File: config.mk
export PLATFORM = sky130hd
export DESIGN_NAME = gpd_lane
export DESIGN_NICKNAME = d
export VERILOG_FILES = /design/src/sv/gpd_pkg.sv /design/src/sv/gpd_lane.sv
export SDC_FILE = /design/constraint.sdc
export NUM_CORES = 1
export LEC_CHECK = 0
export BUFFER_PORTS_ARGS = -buffer_cell sky130_fd_sc_hd__buf_2
export CAP_MARGIN = 25
export CORE_UTILIZATION = 40
export CTS_CLUSTER_SIZE = 8
export DETAILED_ROUTE_END_ITERATION = 7
export PLACE_DENSITY = 0.66
export SLEW_MARGIN = 5
export SYNTH_ARGS = -nofsm -noshare
export SYNTH_HDL_FRONTEND = slang
export SYNTH_SLANG_ARGS = --single-unit
export TNS_END_PERCENT = 5
File: constraint.sdc
create_clock -name clk_i -period 9.31 [get_ports clk_i]
set_clock_uncertainty 0.2 [all_clocks]
set_input_delay 1.3965 -clock clk_i [delete_from_list [all_inputs] [get_ports clk_i]]
set_output_delay 1.3965 -clock clk_i [all_outputs]
set_load 0.01 [all_outputs]
File: src/sv/gpd_pkg.sv
// Shared constants for the Gaussian pyramid downsample core.
`default_nettype none

package gpd_pkg;

  // Pixel and sum widths
  localparam int PIX_W    = 8;
  localparam int COLSUM_W = 12;  // 16 * 255 fits in 12 bits
  localparam int SUM_W    = 16;  // 256 * 255 fits in 16 bits
  localparam int NIN      = 3;   // channels carried on the input ports

  // Geometry
  localparam int MAX_WIDTH_DEF = 2048;
  localparam int CHANNELS_DEF  = 3;
  localparam int WCFG_W        = 12;
  localparam int HCFG_W        = 13;
  localparam int ROW_W         = 12;
  localparam int MAX_HEIGHT    = 4096;
  localparam int MIN_DIM       = 5;

  localparam logic [WCFG_W-1:0] WIDTH_RST  = WCFG_W'(640);
  localparam logic [HCFG_W-1:0] HEIGHT_RST = HCFG_W'(480);

  // Config port
  localparam int CFG_ADDR_W = 1;
  localparam int CFG_DATA_W = 13;
  localparam logic [CFG_ADDR_W-1:0] REG_FRAME_WIDTH  = 1'b0;
  localparam logic [CFG_ADDR_W-1:0] REG_FRAME_HEIGHT = 1'b1;

  // Binomial taps 1,4,6,4,1 (symmetric)
  localparam logic [4:0][2:0] TAP = {3'd1, 3'd4, 3'd6, 3'd4, 3'd1};

endpackage

`default_nettype wire

File: src/sv/gpd_lane.sv
// One channel lane: 5x5 binomial filter split into column and row passes.
`default_nettype none

module gpd_lane (
  input  wire logic                                  clk_i,
  input  wire logic                                  en_i,
  input  wire logic [4:0][4:0][gpd_pkg::PIX_W-1:0]   win_i,  // [row][col]
  output logic      [gpd_pkg::SUM_W-1:0]             sum_o
);

  logic [4:0][gpd_pkg::COLSUM_W-1:0] colsum_d, colsum_q;

  // vertical pass per column
  always_comb begin
    logic [gpd_pkg::COLSUM_W-1:0] acc;
    for (int c = 0; c < 5; c++) begin
      acc = '0;
      for (int r = 0; r < 5; r++) begin
        acc = acc + gpd_pkg::COLSUM_W'(gpd_pkg::TAP[r])
                  * gpd_pkg::COLSUM_W'(win_i[r][c]);
      end
      colsum_d[c] = acc;
    end
  end

  always_ff @(posedge clk_i) begin
    if (en_i) begin
      colsum_q <= colsum_d;
    end
  end

  // horizontal pass
  always_comb begin
    logic [gpd_pkg::SUM_W-1:0] acc;
    acc = '0;
    for (int c = 0; c < 5; c++) begin
      acc = acc + gpd_pkg::SUM_W'(gpd_pkg::TAP[c]) * gpd_pkg::SUM_W'(colsum_q[c]);
    end
    sum_o = acc;
  end

endmodule

`default_nettype wire

==> reports/qor.txt <==
=========================================================================================
Result of the run                                                            finished, final reports clean
Die height                                                                         157 µm
Setup-failing EPs final                                                                 0
Crit path kind                                                               register to output port
Post-synthesis share of cell area spent on and, or, nand and nor gates              6.46%
GRT Util Overall                                                                    15.5%
Cts hold-fix bufs                                                                       0
WP depth                                                                               19
Slew at the pin closest to its max-slew limit                                    0.756 ns
Number of buffers and inverters on the critical path                                    2
Most common cell after layout, fill and taps aside                           sky130_fd_sc_hd__buf_2
Final WL                                                                         17800 µm
CTS tree                                                                            built
Final Net Count                                                                      1634
Biggest regs                                                                 colsum_q x60
Worst path max stage delay                                                        0.43 ns
Main combinational cell family by area after synthesis                        adder cells
Total clock buffers created by CTS                                                      9
Min cycle time layout                                                             6.23 ns
Timing endpoint of the critical path                                            sum_o[15]
Family of cells with the greatest summed delay on the critical path           adder cells
Mean Syn Cell Area                                                               10.6 µm²
Most used cell along the critical path                                       sky130_fd_sc_hd__ha_1
Hpwl dp                                                                          16100 µm
Multiplexer area fraction after synthesis                                              0%
CP Data Arrival Time                                                              4.63 ns
Setup crit start                                                             colsum_q[24]
Utilization of the core after routing                                               48.8%
Deepest clock path buffer count                                                         2
Proportion of register bits with asynchronous set or reset after synthesis             0%
Die boundary width                                                                 157 µm
Starting density of the core                                                        41.0%
Std cell rows                                                                          56
Number of buffers added on ports                                                      217
Total clock sinks                                                                      60
Number of flip-flops under the largest register name                                   60
Final antenna-violating net count                                                       0
Post-Layout Cell Count                                                               1460
Drc violations                                                                          0
Fin crit share                                                                      66.9%
Setup repair after global routing missed its margin                                 false
Pin count of the biggest net entering global routing                                   61
Number of distinct standard cells referenced by the synthesized netlist                41
CTS clock-pin slew for the worst setup and hold paths                             0.05 ns
Top flip-flop cell by instance count after synthesis                         sky130_fd_sc_hd__edfxtp_1
Yosys reg bits                                                                         60
Post-synthesis to final-layout area growth                                          18.9%
Count of mapped cells out of synthesis                                                908
Max-capacitance violation count                                                         0
Complex-gate fraction of the synthesized area                                       8.70%
RD Place Congestion                                                                 0.810
Antenna violations before repair                                                        0
Die Outline Area                                                                24800 µm²
CTS H-Tree Depth                                                                        3
Drt first pass iters                                                                    6
Via density per instance                                                             4.57
Clock Tree Root                                                              sky130_fd_sc_hd__clkbuf_16
Share of cells above drive strength 1                                               21.5%
I/O pins                                                                              218
Sequential element share of the synthesized area                                    18.7%
Wire length of the first global-routing pass                                     30300 µm
Starting DRC count in detailed routing                                                252
Number of warnings issued by yosys                                                      0
Total nets after synthesis                                                           1406
Number of slew-limit violations in the final report                                     0
Via count of the routed design                                                       6666
Hold/Removal Path Class                                                      input port to register
Total setup buffers inserted after CTS                                                  0
Kind of start point of the critical path                                         register
Max-Slew Margin vs Limit                                                            49.6%
Register with the most flip-flops                                                colsum_q
Via count of the first global-routing pass                                           6915
Adder-cell area share of the yosys netlist                                          50.5%
Number of resized instances in the post-cts repair step                                 0
Required time of the critical path                                                7.71 ns
Post-synthesis share of cell area spent on xor and xnor gates                       7.44%
Remaining Overflow, GRT                                                                 0
Most used cells in the layout excluding fill and tap cells                   sky130_fd_sc_hd__buf_2 (217), sky130_fd_sc_hd__inv_1 (212), sky130_fd_sc_hd__fa_1 (156)
Cell count after placement                                                           1444
Setup_tns                                                                            0 ns
Netlist Area Pre-Place                                                           9660 µm²
Crit path cell chain                                                         ha_1, inv_1, fa_1, nor2b_1, o21ai_2, a21oi_1, o31a_1, or4_1, nand3_1, fa_1, ha_1, ha_1, ha_1, nand2_1, o21ai_0, nor4b_1, o21a_1, nor3_1, buf_2
Area of the core region                                                         23500 µm²
Largest fanout on the critical path                                                     5
Type of element capturing the critical path                                   output port
Number of enable-type register cells in the synthesized netlist                        60
Max Clock Freq                                                                    161 MHz
WL/cell                                                                           12.2 µm
Final Hold Fails                                                                        0
Worst-path cell with the longest stage delay                                 sky130_fd_sc_hd__edfxtp_1
Diodes inserted                                                                         0
=========================================================================================
-- kinds of logic (layout without fill, tap and decap cells) --
family                   count (synthesis)  after routing
buffers and inverters                  213            446
XOR/XNOR                                82             82
flip-flops                              60             60
AND/OR/NAND/NOR                        128            128
AO/OA/AOI/OAI                          129            129
adder cells (fa/ha/maj)                296            296
-- Yosys cell counts (5+ instances only) --
cell / instances / area share, %
sky130_fd_sc_hd__ha_1: 140 / 18
sky130_fd_sc_hd__o21ai_0: 21 / 1.1
sky130_fd_sc_hd__o21ai_1: 8 / 0.41
sky130_fd_sc_hd__inv_1: 212 / 8.2
sky130_fd_sc_hd__or4_1: 6 / 0.47
sky130_fd_sc_hd__edfxtp_1: 60 / 19
sky130_fd_sc_hd__fa_1: 156 / 32
sky130_fd_sc_hd__a21oi_1: 37 / 1.9
sky130_fd_sc_hd__a211oi_1: 6 / 0.47
sky130_fd_sc_hd__xor2_1: 19 / 1.7
sky130_fd_sc_hd__nand2_1: 35 / 1.4
sky130_fd_sc_hd__nor2_1: 39 / 1.5
sky130_fd_sc_hd__a21oi_2: 5 / 0.45
sky130_fd_sc_hd__nand2b_1: 9 / 0.58
sky130_fd_sc_hd__xnor2_1: 63 / 5.7
sky130_fd_sc_hd__a21o_1: 26 / 2.0
sky130_fd_sc_hd__nor2b_1: 14 / 0.91
sky130_fd_sc_hd__nor3_1: 9 / 0.47
-- routing by layer --
| metal | up-vias | share of wire, % | track usage [%] |
|---|---|---|---|
| met5 | - | 0 | 0 |
| met4 | 0 | 1.2 | 3.51 |
| met3 | 13 | 2.7 | 2.20 |
| met2 | 90 | 54 | 28.9 |
| met1 | 3178 | 42 | 18.6 |
| li1 | 3385 | - | - |
-- per-stage QoR --
stage	setup WS, ns	cell area (µm²)	hold WS (ns)
3_5_place_dp	3.42	11100	1.49
4_1_cts	3.05	11500	1.15
2_1_floorplan	3.79	9660	1.31
3_3_place_gp	3.57	11100	1.49
5_1_grt	2.78	11500	1.17
6_report	3.08	11500	1.17
-- worst min path at each step --
stage / from / to / slack, ns / cells past startpoint
2_1_floorplan: en_i / colsum_q[0] / 1.31 / 0
3_3_place_gp: win_i[168] / colsum_q[12] / 1.49 / 2
3_5_place_dp: win_i[184] / colsum_q[36] / 1.49 / 2
4_1_cts: win_i[192] / colsum_q[48] / 1.15 / 2
5_1_grt: win_i[184] / colsum_q[36] / 1.17 / 2
6_report: win_i[192] / colsum_q[48] / 1.17 / 2
-- layout make-up --
type	instances	area, µm²
clock buffers	9	225
clock inverters	7	114
fillers	2226	12100
inverters	212	796
multi-input cells	635	7060
flip-flops and latches	60	1800
well taps	319	399
repair buffers	218	1090
Power is not shown: default switching activity piles up to over one toggle a cycle in this logic, so the estimate is an artifact.
